[src/hdl/hvn_pkg.sv]
// ----------------------------------------------------------------------------
// Height map vertex unit package
// Shared types, constants and the height conversion function.
// ----------------------------------------------------------------------------
package hvn_pkg;

  localparam int IDX_W    = 12;
  localparam int DIM_W    = 11;
  localparam int SIZE_W   = 16;
  localparam int SAMPLE_W = 8;
  localparam int HQ_W     = 15;
  localparam int NORM_ONE = 16384;
  localparam int DIV_NW   = 46;
  localparam int DIV_DW   = 32;
  localparam int QUEUE_DEPTH = 4;
  localparam int HQ_SCALE = 20480;

  typedef enum logic [1:0] {
    CFG_GRID_WIDTH,
    CFG_GRID_HEIGHT,
    CFG_SIZE_X,
    CFG_SIZE_Z
  } cfg_index_t;

  // One vertex to be computed by the back end.
  typedef struct packed {
    logic [IDX_W-1:0]    col;
    logic [IDX_W-1:0]    row;
    logic [SAMPLE_W-1:0] sl;
    logic [SAMPLE_W-1:0] sc;
    logic [SAMPLE_W-1:0] sr;
    logic [SAMPLE_W-1:0] sd;
    logic [SAMPLE_W-1:0] su;
    logic                last;
  } job_t;

  typedef struct packed {
    logic              start;
    logic [DIV_NW-1:0] dividend;
    logic [DIV_DW-1:0] divisor;
  } div_req_t;

  // floor(s*20480/255): reciprocal multiply by 257/65536 with one correction step.
  function automatic logic [HQ_W-1:0] height_q(input logic [SAMPLE_W-1:0] s);
    logic [22:0] x;
    logic [31:0] t;
    logic [HQ_W-1:0] q;
    logic [22:0] rem;
    x = 23'(s) * 23'(HQ_SCALE);
    t = 32'(x) * 32'd257;
    q = t[30:16];
    rem = x - 23'(q) * 23'd255;
    if (rem >= 23'd255) begin
      q = q + 15'd1;
    end
    return q;
  endfunction

endpackage

[src/hdl/hvn_queue.sv]
// ----------------------------------------------------------------------------
// Height map vertex job queue
// Small register queue between the front and back ends.
// ----------------------------------------------------------------------------
module hvn_queue (
  input  logic          clk,
  input  logic          rst,
  input  logic          push,
  input  hvn_pkg::job_t push_data,
  output logic          full,
  input  logic          pop,
  output hvn_pkg::job_t pop_data,
  output logic          empty
);

  localparam int PW = $clog2(hvn_pkg::QUEUE_DEPTH);

  hvn_pkg::job_t slots [hvn_pkg::QUEUE_DEPTH];
  logic [PW-1:0] wr_ptr, rd_ptr;
  logic [PW:0]   count;
  logic          do_push, do_pop;

  assign full     = (count == (PW+1)'(hvn_pkg::QUEUE_DEPTH));
  assign empty    = (count == '0);
  assign do_push  = push && !full;
  assign do_pop   = pop && !empty;
  assign pop_data = slots[rd_ptr];

  always_ff @(posedge clk) begin
    if (do_push) begin
      slots[wr_ptr] <= push_data;
    end
  end

  always_ff @(posedge clk) begin
    if (rst) begin
      wr_ptr <= '0;
      rd_ptr <= '0;
      count  <= '0;
    end else begin
      if (do_push) begin
        wr_ptr <= wr_ptr + PW'(1);
      end
      if (do_pop) begin
        rd_ptr <= rd_ptr + PW'(1);
      end
      if (do_push && !do_pop) begin
        count <= count + (PW+1)'(1);
      end else if (do_pop && !do_push) begin
        count <= count - (PW+1)'(1);
      end
    end
  end

endmodule

[config.mk]
export PLATFORM = sky130hd
export DESIGN_NAME = hvn_queue
export DESIGN_NICKNAME = d
export VERILOG_FILES = /design/src/hdl/hvn_pkg.sv /design/src/hdl/hvn_queue.sv
export SDC_FILE = /design/constraint.sdc
export NUM_CORES = 1
export LEC_CHECK = 0
export ABC_AREA = 1
export BUFFER_PORTS_ARGS = -buffer_cell sky130_fd_sc_hd__buf_2
export CAP_MARGIN = 20
export CORE_ASPECT_RATIO = 0.9
export CORE_MARGIN = 4
export CORE_UTILIZATION = 29
export DETAILED_ROUTE_END_ITERATION = 7
export HOLD_SLACK_MARGIN = 0.15
export PLACE_DENSITY = 0.52
export SYNTH_ARGS = -nofsm -noshare
export SYNTH_HDL_FRONTEND = slang
export SYNTH_SLANG_ARGS = --single-unit
[constraint.sdc]
create_clock -name clk -period 3.64 [get_ports clk]
set_input_delay 0.182 -clock clk [delete_from_list [all_inputs] [get_ports clk]]
set_output_delay 0.182 -clock clk [all_outputs]
set_load 0.05 [all_outputs]
==> impl_metrics.toml <==
[routing]
avgRoutedWirePerCell_um = 17.65
first_pass_iters = 4
wl_um = 24630
antenna_left = 0
remaining_drc_errors = 0
vias = 6284
drt_iter0_drc = 394
vias_per_cell = 4.501

[finish]
final_cells = 1396
layout.nets = 981
postLayoutCoreUtil_pct = 37.34
finish.instance_area_um2 = 13180
drive_gt1_share_pct = 26.65
area_growth_syn_to_layout_pct = 26.06
antenna_cells = 0

[power]
power.density_nw_per_um2 = 760.1
vdd_ir_drop_max_mv = 0.3495
pwr-share-comb_pct = 33.6
power_frac_seq_pct = 38.5
switching_share_pct = 38.20
intPower_mw = 6.192
switchingPower_mw = 3.827
power.leakage_nw = 4.567
clockPowerShare_pct = 27.9

[synthesis]
synth_nets = 774
avgSynthCellArea_um2 = 14.96
ys_ff_latch = 269
yosysMostFrequentCell = "edfxtp_1"
synth_area_leaders = "edfxtp_1, o21ai_0, nor2_1, o22ai_1, o22ai_2"
synthTopCellsByCount = "edfxtp_1, nor2_1, o21ai_0"
ys_seq_area_share_pct = 76.39
netlist_area_um2 = 10460
yosys.area.top_type_share_pct = 74.67
yosysTopAreaCell = "edfxtp_1"
synthesis.instances = 699
yosysWarnings = 0
synth_flop_cell = "edfxtp_1"
synth-edff-count = 260
async_reset_ff_share_pct = 0
synthDistinctLibCells = 26

[sta]
setup-violations-final = 0
relSlewSlack_pct = 46.67
hold_viol = 0
rsz0062_at_grt = "no"
fmax_ghz = 0.3747
worst_pin_slew_ns = 0.7999
fin_skew_ns = 0.007522
timing.final.ws_setup_ns = 0.9709
period_needed_ns = 2.669
slew_violations = 0
fin_crit_sh_pct = 73.33

[die]
ios = 136
die_area_um2 = 39160
fp.dieW_um = 208.2
start_util_pct = 29.62
die-height_um = 188.1
rows = 65
core_area_um2 = 35300

[clocking]
insertion_delay_ns = 0.53
cts_tree = "built"
cts_buffer_depth = 3
cts.sinks = 269
clk_transition_reported_paths_ns = 0.06
root_buffer = "clkbuf_16"
cts_resized = 0
htree_levels = 1
numCtsBuffers = 29

[placed_design]
gp_congestion = 0.7400
place_ws_ns = 1.371
place_area_um2 = 11590
dp_cells = 1276
portBuffers = 135
hpwlAfterDp_um = 13890

[setup_path]
crit_arrival_ns = 2.49
end_kind = "primary output"
crit_type = "reg2out"
critPathLaunchType = "flop"
cp_max_fo = 73
required_ns = 3.46

[global_route]
antenna_found_initial = 0
grt_max_degree = 74
grt_pass1_wl_um = 38280
grt_pass1_vias = 6465
grt_overflow = 0
grt_use_total_pct = 12.27

[flow_run]
maxCapViolations = 0

[run_status]
status = "finished clean"

[min_path]
hold_class = "in2reg"
## cells in the final DEF, fill, tap and decap left out
cell type / n
clkinv_2: 5
clkbuf_16: 29
o21ai_0: 91
buf_2: 135
buf_4: 13
ha_1: 5
o21ai_1: 35
inv_6: 1
bufinv_16: 3
nor2_2: 5
o22ai_2: 20
nand2_1: 15
clkinv_4: 1
dlygate4sd3_1: 68
buf_12: 2
o21ai_2: 5
fa_1: 1
dfxtp_2: 1
xor2_1: 1
clkinvlp_4: 1
o22ai_1: 45
dfxtp_4: 1
inv_1: 16
clkinv_1: 5
inv_2: 1
clkbuf_1: 8
dfxtp_1: 7
nor2_1: 115
nand3b_1: 1
nand3_1: 4
a21oi_1: 3
nor2_4: 24
edfxtp_1: 260
## power groups by stage
| stage | Sequential (mW) | Combinational (mW) | Clock [mW] |
|---|---|---|---|
| after detailed placement | 3.92 | 3.38 | 0 |
| final | 3.86 | 3.36 | 2.80 |
| after global placement | 3.92 | 3.37 | 0 |
| after global routing | 3.88 | 3.63 | 3.03 |
| after CTS | 3.86 | 3.45 | 2.89 |
| after floorplan | 3.93 | 2.56 | 0 |
## stage by stage
stage	TNS (ns)	hold slack [ns]	power, mW
after detailed placement	0	0.4022	7.306
after CTS	0	0.3703	10.20
after floorplan	-58.54	0.2511	6.483
after global routing	0	0.3885	10.54
after global placement	0	0.3993	7.291
final	0	0.4031	10.02
## metal layers
metal	vias up	wire [um]	track usage (%)	part of all wire, %
li1	3021	-	-	-
met1	3106	11190	16.83	45
met2	120	11820	20.51	48
met3	37	1087	1.991	4.4
met4	0	539	3.056	2.2
met5	-	0	0	0
## what timing repair did
item / in CTS / in global routing
endpoints found under the hold margin: 269 / 0
buffers inserted: 0 / 0
hold buffers: 68 / 0
## critical path, stage by stage (launching register included)
cell	delay [ns]
dfxtp_4	0.37
inv_6	0.52
buf_4	0.41
nor2_1	0.07
o22ai_1	0.24
buf_2	0.32
## logic make-up after synthesis
kind of cell / share of synthesized area, %
AND/OR/NAND/NOR: 7.527
flip-flops: 76.39
XOR/XNOR: 0.08378
adder cells (fa/ha/maj): 0.7898
AO/OA/AOI/OAI: 11.68
buffers and inverters: 3.530
## sequential cells by signal, indices dropped and copies added, names as in the netlist, named ones only
signal and cells:
slots 260, wr_ptr 2, count 3, rd_ptr 2
## final timing paths
path                      start            to  slack [ns]  cells after the start
setup / recovery           flop  pop_data[44]        0.97                      5
hold / removal    push_data[20]  slots[0][20]        0.40                      2
setup reg to reg       count[0]  slots[3][36]        1.40                      5
hold reg to reg       rd_ptr[1]          flop        0.50                      2
## area by class of cell
type | count | area (um^2)
Tap cell | 469 | 586.8
Inverter | 18 | 72.57
Sequential cell | 269 | 7993
Clock buffer | 37 | 755.7
Multi-Input combinational cell | 370 | 2130
Fill cell | 3414 | 22120
Timing Repair Buffer | 218 | 1494
Clock inverter | 15 | 150.1
(Power assumes the default switching activity.)
