File: config.mk
export PLATFORM = sky130hd
export DESIGN_NAME = hvn_back
export DESIGN_NICKNAME = d
export VERILOG_FILES = /design/src/hdl/hvn_pkg.sv /design/src/hdl/hvn_div.sv /design/src/hdl/hvn_back.sv
export SDC_FILE = /design/constraint.sdc
export NUM_CORES = 2
export LEC_CHECK = 0
export BUFFER_PORTS_ARGS = -buffer_cell sky130_fd_sc_hd__clkbuf_2
export CORE_UTILIZATION = 56
export CTS_CLUSTER_SIZE = 16
export DETAILED_ROUTE_END_ITERATION = 6
export HOLD_SLACK_MARGIN = 0.03
export PLACE_DENSITY_LB_ADDON = 0.08
export SYNTH_ARGS = -nofsm -noshare
export SYNTH_HDL_FRONTEND = slang
export SYNTH_SLANG_ARGS = --single-unit
export TNS_END_PERCENT = 100
File: constraint.sdc
create_clock -name clk -period 17.43 [get_ports clk]
set_input_delay 4.3575 -clock clk [delete_from_list [all_inputs] [get_ports clk]]
set_output_delay 4.3575 -clock clk [all_outputs]
set_load 0.05 [all_outputs]
File: src/hdl/hvn_pkg.sv
// ----------------------------------------------------------------------------
// Height map vertex unit package
// Shared types, constants and the height conversion function.
// ----------------------------------------------------------------------------
package hvn_pkg;

  localparam int IDX_W    = 12;
  localparam int DIM_W    = 11;
  localparam int SIZE_W   = 16;
  localparam int SAMPLE_W = 8;
  localparam int HQ_W     = 15;
  localparam int NORM_ONE = 16384;
  localparam int DIV_NW   = 46;
  localparam int DIV_DW   = 32;
  localparam int QUEUE_DEPTH = 4;
  localparam int HQ_SCALE = 20480;

  typedef enum logic [1:0] {
    CFG_GRID_WIDTH,
    CFG_GRID_HEIGHT,
    CFG_SIZE_X,
    CFG_SIZE_Z
  } cfg_index_t;

  // One vertex to be computed by the back end.
  typedef struct packed {
    logic [IDX_W-1:0]    col;
    logic [IDX_W-1:0]    row;
    logic [SAMPLE_W-1:0] sl;
    logic [SAMPLE_W-1:0] sc;
    logic [SAMPLE_W-1:0] sr;
    logic [SAMPLE_W-1:0] sd;
    logic [SAMPLE_W-1:0] su;
    logic                last;
  } job_t;

  typedef struct packed {
    logic              start;
    logic [DIV_NW-1:0] dividend;
    logic [DIV_DW-1:0] divisor;
  } div_req_t;

  // floor(s*20480/255): reciprocal multiply by 257/65536 with one correction step.
  function automatic logic [HQ_W-1:0] height_q(input logic [SAMPLE_W-1:0] s);
    logic [22:0] x;
    logic [31:0] t;
    logic [HQ_W-1:0] q;
    logic [22:0] rem;
    x = 23'(s) * 23'(HQ_SCALE);
    t = 32'(x) * 32'd257;
    q = t[30:16];
    rem = x - 23'(q) * 23'd255;
    if (rem >= 23'd255) begin
      q = q + 15'd1;
    end
    return q;
  endfunction

endpackage

File: src/hdl/hvn_div.sv
// ----------------------------------------------------------------------------
// Height map vertex divider
// Restoring divider, one quotient bit per cycle.
// ----------------------------------------------------------------------------
module hvn_div (
  input  logic                       clk,
  input  logic                       rst,
  input  hvn_pkg::div_req_t          req,
  output logic                       done,
  output logic [hvn_pkg::DIV_NW-1:0] quotient
);

  localparam int NW = hvn_pkg::DIV_NW;
  localparam int DW = hvn_pkg::DIV_DW;
  localparam int KW = $clog2(NW);

  logic [DW-1:0] rem, dsr;
  logic [KW-1:0] cnt;
  logic          busy;
  logic [DW:0]   trial;
  logic          fits;

  assign trial = {rem, quotient[NW-1]};
  assign fits  = trial >= {1'b0, dsr};

  always_ff @(posedge clk) begin
    if (rst) begin
      busy <= 1'b0;
      done <= 1'b0;
      cnt  <= '0;
    end else if (req.start) begin
      quotient <= req.dividend;
      dsr      <= req.divisor;
      rem      <= '0;
      cnt      <= KW'(NW - 1);
      busy     <= 1'b1;
      done     <= 1'b0;
    end else if (busy) begin
      rem      <= fits ? DW'(trial - {1'b0, dsr}) : trial[DW-1:0];
      quotient <= {quotient[NW-2:0], fits};
      if (cnt == '0) begin
        busy <= 1'b0;
        done <= 1'b1;
      end else begin
        cnt <= cnt - KW'(1);
      end
    end else begin
      done <= 1'b0;
    end
  end

endmodule

File: src/hdl/hvn_back.sv
// ----------------------------------------------------------------------------
// Height map vertex back end
// Computes position, height and unit normal of one vertex job at a time.
// ----------------------------------------------------------------------------
module hvn_back (
  input  logic                          clk,
  input  logic                          rst,
  input  logic [hvn_pkg::DIM_W-1:0]     w_eff,
  input  logic [hvn_pkg::DIM_W-1:0]     h_eff,
  input  logic [hvn_pkg::SIZE_W-1:0]    size_x,
  input  logic [hvn_pkg::SIZE_W-1:0]    size_z,
  input  logic                          job_empty,
  input  hvn_pkg::job_t                 job_data,
  output logic                          job_pop,
  output logic                          out_valid,
  input  logic                          out_ready,
  output logic [15:0]                   pos_x,
  output logic [14:0]                   pos_height,
  output logic [15:0]                   pos_z,
  output logic signed [15:0]            normal_x,
  output logic [14:0]                   normal_y,
  output logic signed [15:0]            normal_z,
  output logic [9:0]                    tex_u,
  output logic [9:0]                    tex_v,
  output logic                          frame_last
);

  localparam int IW = hvn_pkg::IDX_W;

  typedef enum logic [3:0] {
    B_IDLE, B_PREP, B_PMUL, B_PDIV, B_PWAIT, B_AMUL, B_ASTORE, B_NORM,
    B_SQMUL, B_SQACC, B_SQRT, B_SDIV, B_SWAIT, B_FIN, B_OUT
  } bstate_t;

  bstate_t state;
  hvn_pkg::job_t job_q;
  logic [14:0] h_c, dhx_mag, dhz_mag;
  logic        dhx_pos, dhz_pos;
  logic [IW-1:0] idx [6];
  logic [15:0] pq [6];
  logic [2:0]  pk;
  logic [1:0]  ck;
  logic [39:0] comp [3];
  logic [14:0] nm [3];
  logic [61:0] sum;
  logic [62:0] sq_v, sq_res, sq_bit;
  logic [4:0]  sq_cnt;
  logic [31:0] mul_a, mul_b;
  logic [63:0] mul_p;

  hvn_pkg::div_req_t div_req;
  logic        div_done;
  logic [hvn_pkg::DIV_NW-1:0] div_quo;

  logic [15:0] dx, dz;
  logic [39:0] m01, m_max;
  logic [62:0] sq_trial;
  logic [14:0] hq_l, hq_r, hq_d, hq_u, hq_c;
  logic [15:0] dhx_s, dhz_s;

  assign job_pop = (state == B_IDLE) && !job_empty;
  assign dx = pq[2] - pq[1];
  assign dz = pq[5] - pq[4];
  assign m01 = (comp[0] > comp[1]) ? comp[0] : comp[1];
  assign m_max = (comp[2] > m01) ? comp[2] : m01;
  assign sq_trial = sq_res + sq_bit;

  assign hq_l = hvn_pkg::height_q(job_q.sl);
  assign hq_r = hvn_pkg::height_q(job_q.sr);
  assign hq_d = hvn_pkg::height_q(job_q.sd);
  assign hq_u = hvn_pkg::height_q(job_q.su);
  assign hq_c = hvn_pkg::height_q(job_q.sc);
  assign dhx_s = {1'b0, hq_r} - {1'b0, hq_l};
  assign dhz_s = {1'b0, hq_u} - {1'b0, hq_d};

  always_comb begin
    mul_a = '0;
    mul_b = '0;
    unique case (state)
      B_PMUL: begin
        mul_a = 32'(idx[pk]);
        mul_b = (pk < 3'd3) ? 32'(size_x) : 32'(size_z);
      end
      B_AMUL: begin
        unique case (ck)
          2'd0:    begin mul_a = 32'(dz); mul_b = 32'(dhx_mag); end
          2'd1:    begin mul_a = 32'(dz); mul_b = 32'(dx); end
          default: begin mul_a = 32'(dx); mul_b = 32'(dhz_mag); end
        endcase
      end
      B_SQMUL: begin
        mul_a = 32'(comp[ck][29:0]);
        mul_b = 32'(comp[ck][29:0]);
      end
      default: ;
    endcase
  end

  always_ff @(posedge clk) begin
    mul_p <= mul_a * mul_b;
  end

  always_comb begin
    div_req.start    = (state == B_PDIV) || (state == B_SDIV);
    if (state == B_SDIV) begin
      div_req.dividend = hvn_pkg::DIV_NW'({comp[ck][29:0], 15'd0})
                       + hvn_pkg::DIV_NW'(sq_res[30:0]);
      div_req.divisor  = {sq_res[30:0], 1'b0};
    end else begin
      div_req.dividend = hvn_pkg::DIV_NW'(mul_p[27:0]);
      div_req.divisor  = (pk < 3'd3) ? 32'(w_eff) : 32'(h_eff);
    end
  end

  hvn_div u_div (
    .clk     (clk),
    .rst     (rst),
    .req     (div_req),
    .done    (div_done),
    .quotient(div_quo)
  );

  always_ff @(posedge clk) begin
    if (rst) begin
      state     <= B_IDLE;
      out_valid <= 1'b0;
      pk        <= '0;
      ck        <= '0;
    end else begin
      unique case (state)
        B_IDLE: begin
          if (!job_empty) begin
            job_q <= job_data;
            state <= B_PREP;
          end
        end
        B_PREP: begin
          h_c     <= hq_c;
          dhx_pos <= !dhx_s[15] && (dhx_s != '0);
          dhz_pos <= !dhz_s[15] && (dhz_s != '0);
          dhx_mag <= dhx_s[15] ? 15'(16'd0 - dhx_s) : dhx_s[14:0];
          dhz_mag <= dhz_s[15] ? 15'(16'd0 - dhz_s) : dhz_s[14:0];
          idx[0]  <= job_q.col;
          idx[1]  <= (job_q.col != '0) ? job_q.col - IW'(1) : job_q.col;
          idx[2]  <= ((13'(job_q.col) + 13'd1) < 13'(w_eff)) ?
                     job_q.col + IW'(1) : job_q.col;
          idx[3]  <= job_q.row;
          idx[4]  <= (job_q.row != '0) ? job_q.row - IW'(1) : job_q.row;
          idx[5]  <= ((13'(job_q.row) + 13'd1) < 13'(h_eff)) ?
                     job_q.row + IW'(1) : job_q.row;
          pk      <= '0;
          state   <= B_PMUL;
        end
        B_PMUL: state <= B_PDIV;
        B_PDIV: state <= B_PWAIT;
        B_PWAIT: begin
          if (div_done) begin
            pq[pk] <= div_quo[15:0];
            if (pk == 3'd5) begin
              ck    <= '0;
              state <= B_AMUL;
            end else begin
              pk    <= pk + 3'd1;
              state <= B_PMUL;
            end
          end
        end
        B_AMUL: state <= B_ASTORE;
        B_ASTORE: begin
          if (ck == 2'd1) begin
            comp[1] <= {mul_p[31:0], 8'd0};
          end else begin
            comp[ck] <= 40'(mul_p[30:0]);
          end
          if (ck == 2'd2) begin
            state <= B_NORM;
          end else begin
            ck    <= ck + 2'd1;
            state <= B_AMUL;
          end
        end
        B_NORM: begin
          // Bring the largest magnitude into [2^29, 2^30), one bit a cycle.
          if (m_max == '0) begin
            nm[0] <= '0;
            nm[1] <= 15'(hvn_pkg::NORM_ONE);
            nm[2] <= '0;
            state <= B_FIN;
          end else if (m_max[39:30] != '0) begin
            for (int i = 0; i < 3; i++) comp[i] <= comp[i] >> 1;
          end else if (!m_max[29]) begin
            for (int i = 0; i < 3; i++) comp[i] <= comp[i] << 1;
          end else begin
            ck    <= '0;
            sum   <= '0;
            state <= B_SQMUL;
          end
        end
        B_SQMUL: state <= B_SQACC;
        B_SQACC: begin
          if (ck == 2'd2) begin
            sq_v   <= 63'(sum + mul_p[59:0]);
            sq_res <= '0;
            sq_bit <= 63'(1) << 62;
            sq_cnt <= 5'd31;
            state  <= B_SQRT;
          end else begin
            sum   <= sum + 62'(mul_p[59:0]);
            ck    <= ck + 2'd1;
            state <= B_SQMUL;
          end
        end
        B_SQRT: begin
          if (sq_v >= sq_trial) begin
            sq_v   <= sq_v - sq_trial;
            sq_res <= (sq_res >> 1) + sq_bit;
          end else begin
            sq_res <= sq_res >> 1;
          end
          sq_bit <= sq_bit >> 2;
          if (sq_cnt == '0) begin
            ck    <= '0;
            state <= B_SDIV;
          end else begin
            sq_cnt <= sq_cnt - 5'd1;
          end
        end
        B_SDIV: state <= B_SWAIT;
        B_SWAIT: begin
          if (div_done) begin
            nm[ck] <= (div_quo > hvn_pkg::DIV_NW'(hvn_pkg::NORM_ONE)) ?
                      15'(hvn_pkg::NORM_ONE) : div_quo[14:0];
            if (ck == 2'd2) begin
              state <= B_FIN;
            end else begin
              ck    <= ck + 2'd1;
              state <= B_SDIV;
            end
          end
        end
        B_FIN: begin
          pos_x      <= pq[0];
          pos_z      <= pq[3];
          pos_height <= h_c;
          normal_x   <= dhx_pos ? (16'd0 - {1'b0, nm[0]}) : {1'b0, nm[0]};
          normal_y   <= nm[1];
          normal_z   <= dhz_pos ? (16'd0 - {1'b0, nm[2]}) : {1'b0, nm[2]};
          tex_u      <= job_q.col[9:0];
          tex_v      <= job_q.row[9:0];
          frame_last <= job_q.last;
          out_valid  <= 1'b1;
          state      <= B_OUT;
        end
        B_OUT: begin
          if (out_ready) begin
            out_valid <= 1'b0;
            state     <= B_IDLE;
          end
        end
        default: state <= B_IDLE;
      endcase
    end
  end

endmodule

==> metrics.cfg <==
[run_status]
status = finished, violations left
violations = design-rule violations, max-slew violations

[setup_path]
end_kind = flop
rr_endpoint = dhx_mag[4]
ff2ff_setup_slack_ns = 3.93
max_stage_delay_ns = 0.80
crit_fanout = 16
crit_type = reg2reg
crit_arrival_ns = 14.00
cp-start-kind = flop
cp_common_cell = ha_1
cp_slowest_cell = a21oi_1
critPathRequiredTime_ns = 17.93
reg2reg_depth = 43
rr_startpoint = job_q[18]

[floorplanning]
pin_count = 240
initial_core_util_pct = 56.55
die_h_um = 443.5
die_w_um = 443.5
rows = 161
die-area_sq_um = 196700
core_sq_um = 193000

[routing]
routed_via_density = 5.971
drt-initial-drc-count = 7508
wl_per_cell_um = 22.70
drc = 39
routed_wl_um = 318000
dr.pass1.iters = 7
vias = 83630
antenna_left = 0

[run]
drv_cap = 0

[placed_design]
gp_congestion = 0.9899
io_buffers = 239
place_ws_ns = 4.149
hpwl_um = 248900

[timing]
hold_viol_final = 0
fmax_mhz = 74.10
rsz0062_at_grt = false
fin_crit_ns = 13.50
worstMarginPinSlew_ns = 1.613
finalMaxSlewViolations = 1
fin_ws_ns = 3.934
fin_crit_sh_pct = 77.43
max_slew_margin_pct = -7.550
tns_ns = 0
fin_skew_ns = 0.1245
setup-violations-final = 0

[synthesis]
yosysWarnings = 0
synth_edf_count = 898
synthTopCellsByArea = edfxtp_1 (25%), fa_1 (20%), ha_1 (12%)
syn_area_per_cell_sq_um = 9.650
syn_area_sq_um = 109100
synth_largest_area_cell = edfxtp_1
ys.flop_type = edfxtp_1
syn_nets = 13620
synth_cells = 11310
postSynth.asyncResetShare_pct = 0
ys_ff_latch = 1008
synth_top_area_share_pct = 24.71
synth_cell_types = 115
synthTopCellsByCount = inv_1 (1738), nand2_1 (1177), fa_1 (1101), ha_1 (1086), edfxtp_1 (898)
ys_seq_area_share_pct = 26.73
synth_most_common_cell = inv_1

[clock_network]
cts_inserted_buffers = 111
cts_resized = 0
hold_buffers = 0
h-tree-depth = 3
cts_tree = yes
cts_post_setup_buffers_inserted = 0
clockBufferDepth = 3
clock-sinks = 1008
clock_latency_ns = 0.83
clockRootBuffer = clkbuf_16
clk_pin_slew_ns = 0.06

[min_path]
hp-class = reg2reg
worstHoldStart = pq[0][13]
hold-path-endpoint = pos_x[13]
whs_path_depth = 0

[cells_and_area]
nNetsFinal = 13690
nFillCells = 16440
area_delta_synth_final_pct = 7.334
drive_above_1_share_pct = 6.910

[global_route]
gr-total-overflow = 0
grt_use_total_pct = 32.57
grt_pass1_vias = 85870
grt_max_degree = 90
grt_pass1_wl_um = 498200
antenna_found_initial = 14

==> registers in the layout, indices dropped and copies added, names as in the netlist, 16 cells and up, named ones only <==
| name | count |
|---|---|
| comp | 150 |
| normal_z | 16 |
| sq_bit | 32 |
| u_div.rem | 32 |
| sq_res | 63 |
| u_div.quotient | 46 |
| normal_x | 16 |
| u_div.dsr | 32 |
| pos_x | 16 |
| nm | 45 |
| job_q | 65 |
| sq_v | 63 |
| pq | 96 |
| mul_p | 60 |
| idx | 72 |
| pos_z | 16 |
| sum | 62 |
==> per-stage QoR <==
stage | std cells | utilization, % | instance area (sq um) | hold WS, ns
final | 14010 | 60.70 | 117100 | 0.3770
after global routing | 14000 | 60.70 | 117100 | 0.3953
after CTS | 14000 | 60.70 | 117100 | 0.3614
after detailed placement | 13790 | 58.71 | 113300 | 0.4045
after global placement | 13790 | 58.71 | 113300 | 0.4012
after floorplan | 11310 | - | 109100 | 0.4003
==> per-layer routing <==
layer | vias to the layer above | global-route usage (%) | wire (um)
met3 | 624 | 6.079 | 26160
met5 | - | 0 | 75
li1 | 38530 | - | -
met1 | 41350 | 43.14 | 130200
met4 | 12 | 11.37 | 12620
met2 | 3111 | 53.48 | 148900
==> cell families (layout without fill, tap and decap cells) <==
family	Yosys count	in the layout	share of synthesized area, %
XOR/XNOR	695	695	5.590
adder cells (fa/ha/maj)	2188	2188	32.66
AND/OR/NAND/NOR	3044	3044	12.93
multiplexers	213	213	2.365
AO/OA/AOI/OAI	2014	2014	12.27
flip-flops	1008	1008	26.73
other	0	3	0
buffers and inverters	2148	2314	7.461
==> critical path, delay by kind of cell (launching register included) <==
kind	cells	cell delay, ns
DFF	1	0.46
AOI/OAI and AO/OA	16	4.52
and+or+nand+nor	9	2.44
adders and majority gates	13	4.73
buffers and inverters	3	0.31
xor gates and xnor gates	2	0.76
==> area by class of cell <==
cell class | instances | area (sq um) | share of cell area [%]
Clock buffer | 136 | 2932 | 2.503
Antenna cell | 3 | 7.507 | 0.006409
Clock inverter | 73 | 908.4 | 0.7755
Timing Repair Buffer | 364 | 2135 | 1.822
Multi-Input combinational cell | 8154 | 72290 | 61.71
Tap cell | 2526 | 3161 | 2.698
Inverter | 1741 | 6538 | 5.581
Sequential cell | 1008 | 29170 | 24.90
==> worst max-delay path by stage <==
stage,from,endpoint,slack (ns),depth (start not counted)
after floorplan,rst,dhx_mag[0],0.34,4
after global placement,job_q[18],dhx_mag[13],4.13,44
after detailed placement,job_q[18],dhx_mag[4],4.15,43
after CTS,job_q[18],dhx_mag[4],4.08,43
after global routing,job_q[34],dhx_mag[4],3.10,46
final,job_q[18],dhx_mag[4],3.93,43
==> layout by cell type, fill, tap and decap left out, types with 90 or more instances in the layout <==
master / Yosys / layout
nor3_1: 127 / 124
inv_1: 1738 / 1737
nor2_1: 746 / 733
nor4_1: 95 / 91
mux2i_1: 151 / 151
nand4_1: 117 / 117
ha_1: 1086 / 1086
a21o_1: 210 / 210
o21ai_0: 408 / 408
nand3_1: 154 / 151
dfxtp_1: 110 / 107
nand2_1: 1177 / 1174
and2_1: 187 / 184
xor2_1: 278 / 278
buf_4: 1 / 125
clkbuf_16: 0 / 111
clkbuf_2: 0 / 239
edfxtp_1: 898 / 898
fa_1: 1101 / 1101
xnor2_1: 416 / 416
and3_1: 90 / 90
a21oi_1: 524 / 523
Power is left out: the tool's default activity adds up to more than one toggle a clock period on the data nets, which glitch-free logic cannot reach.
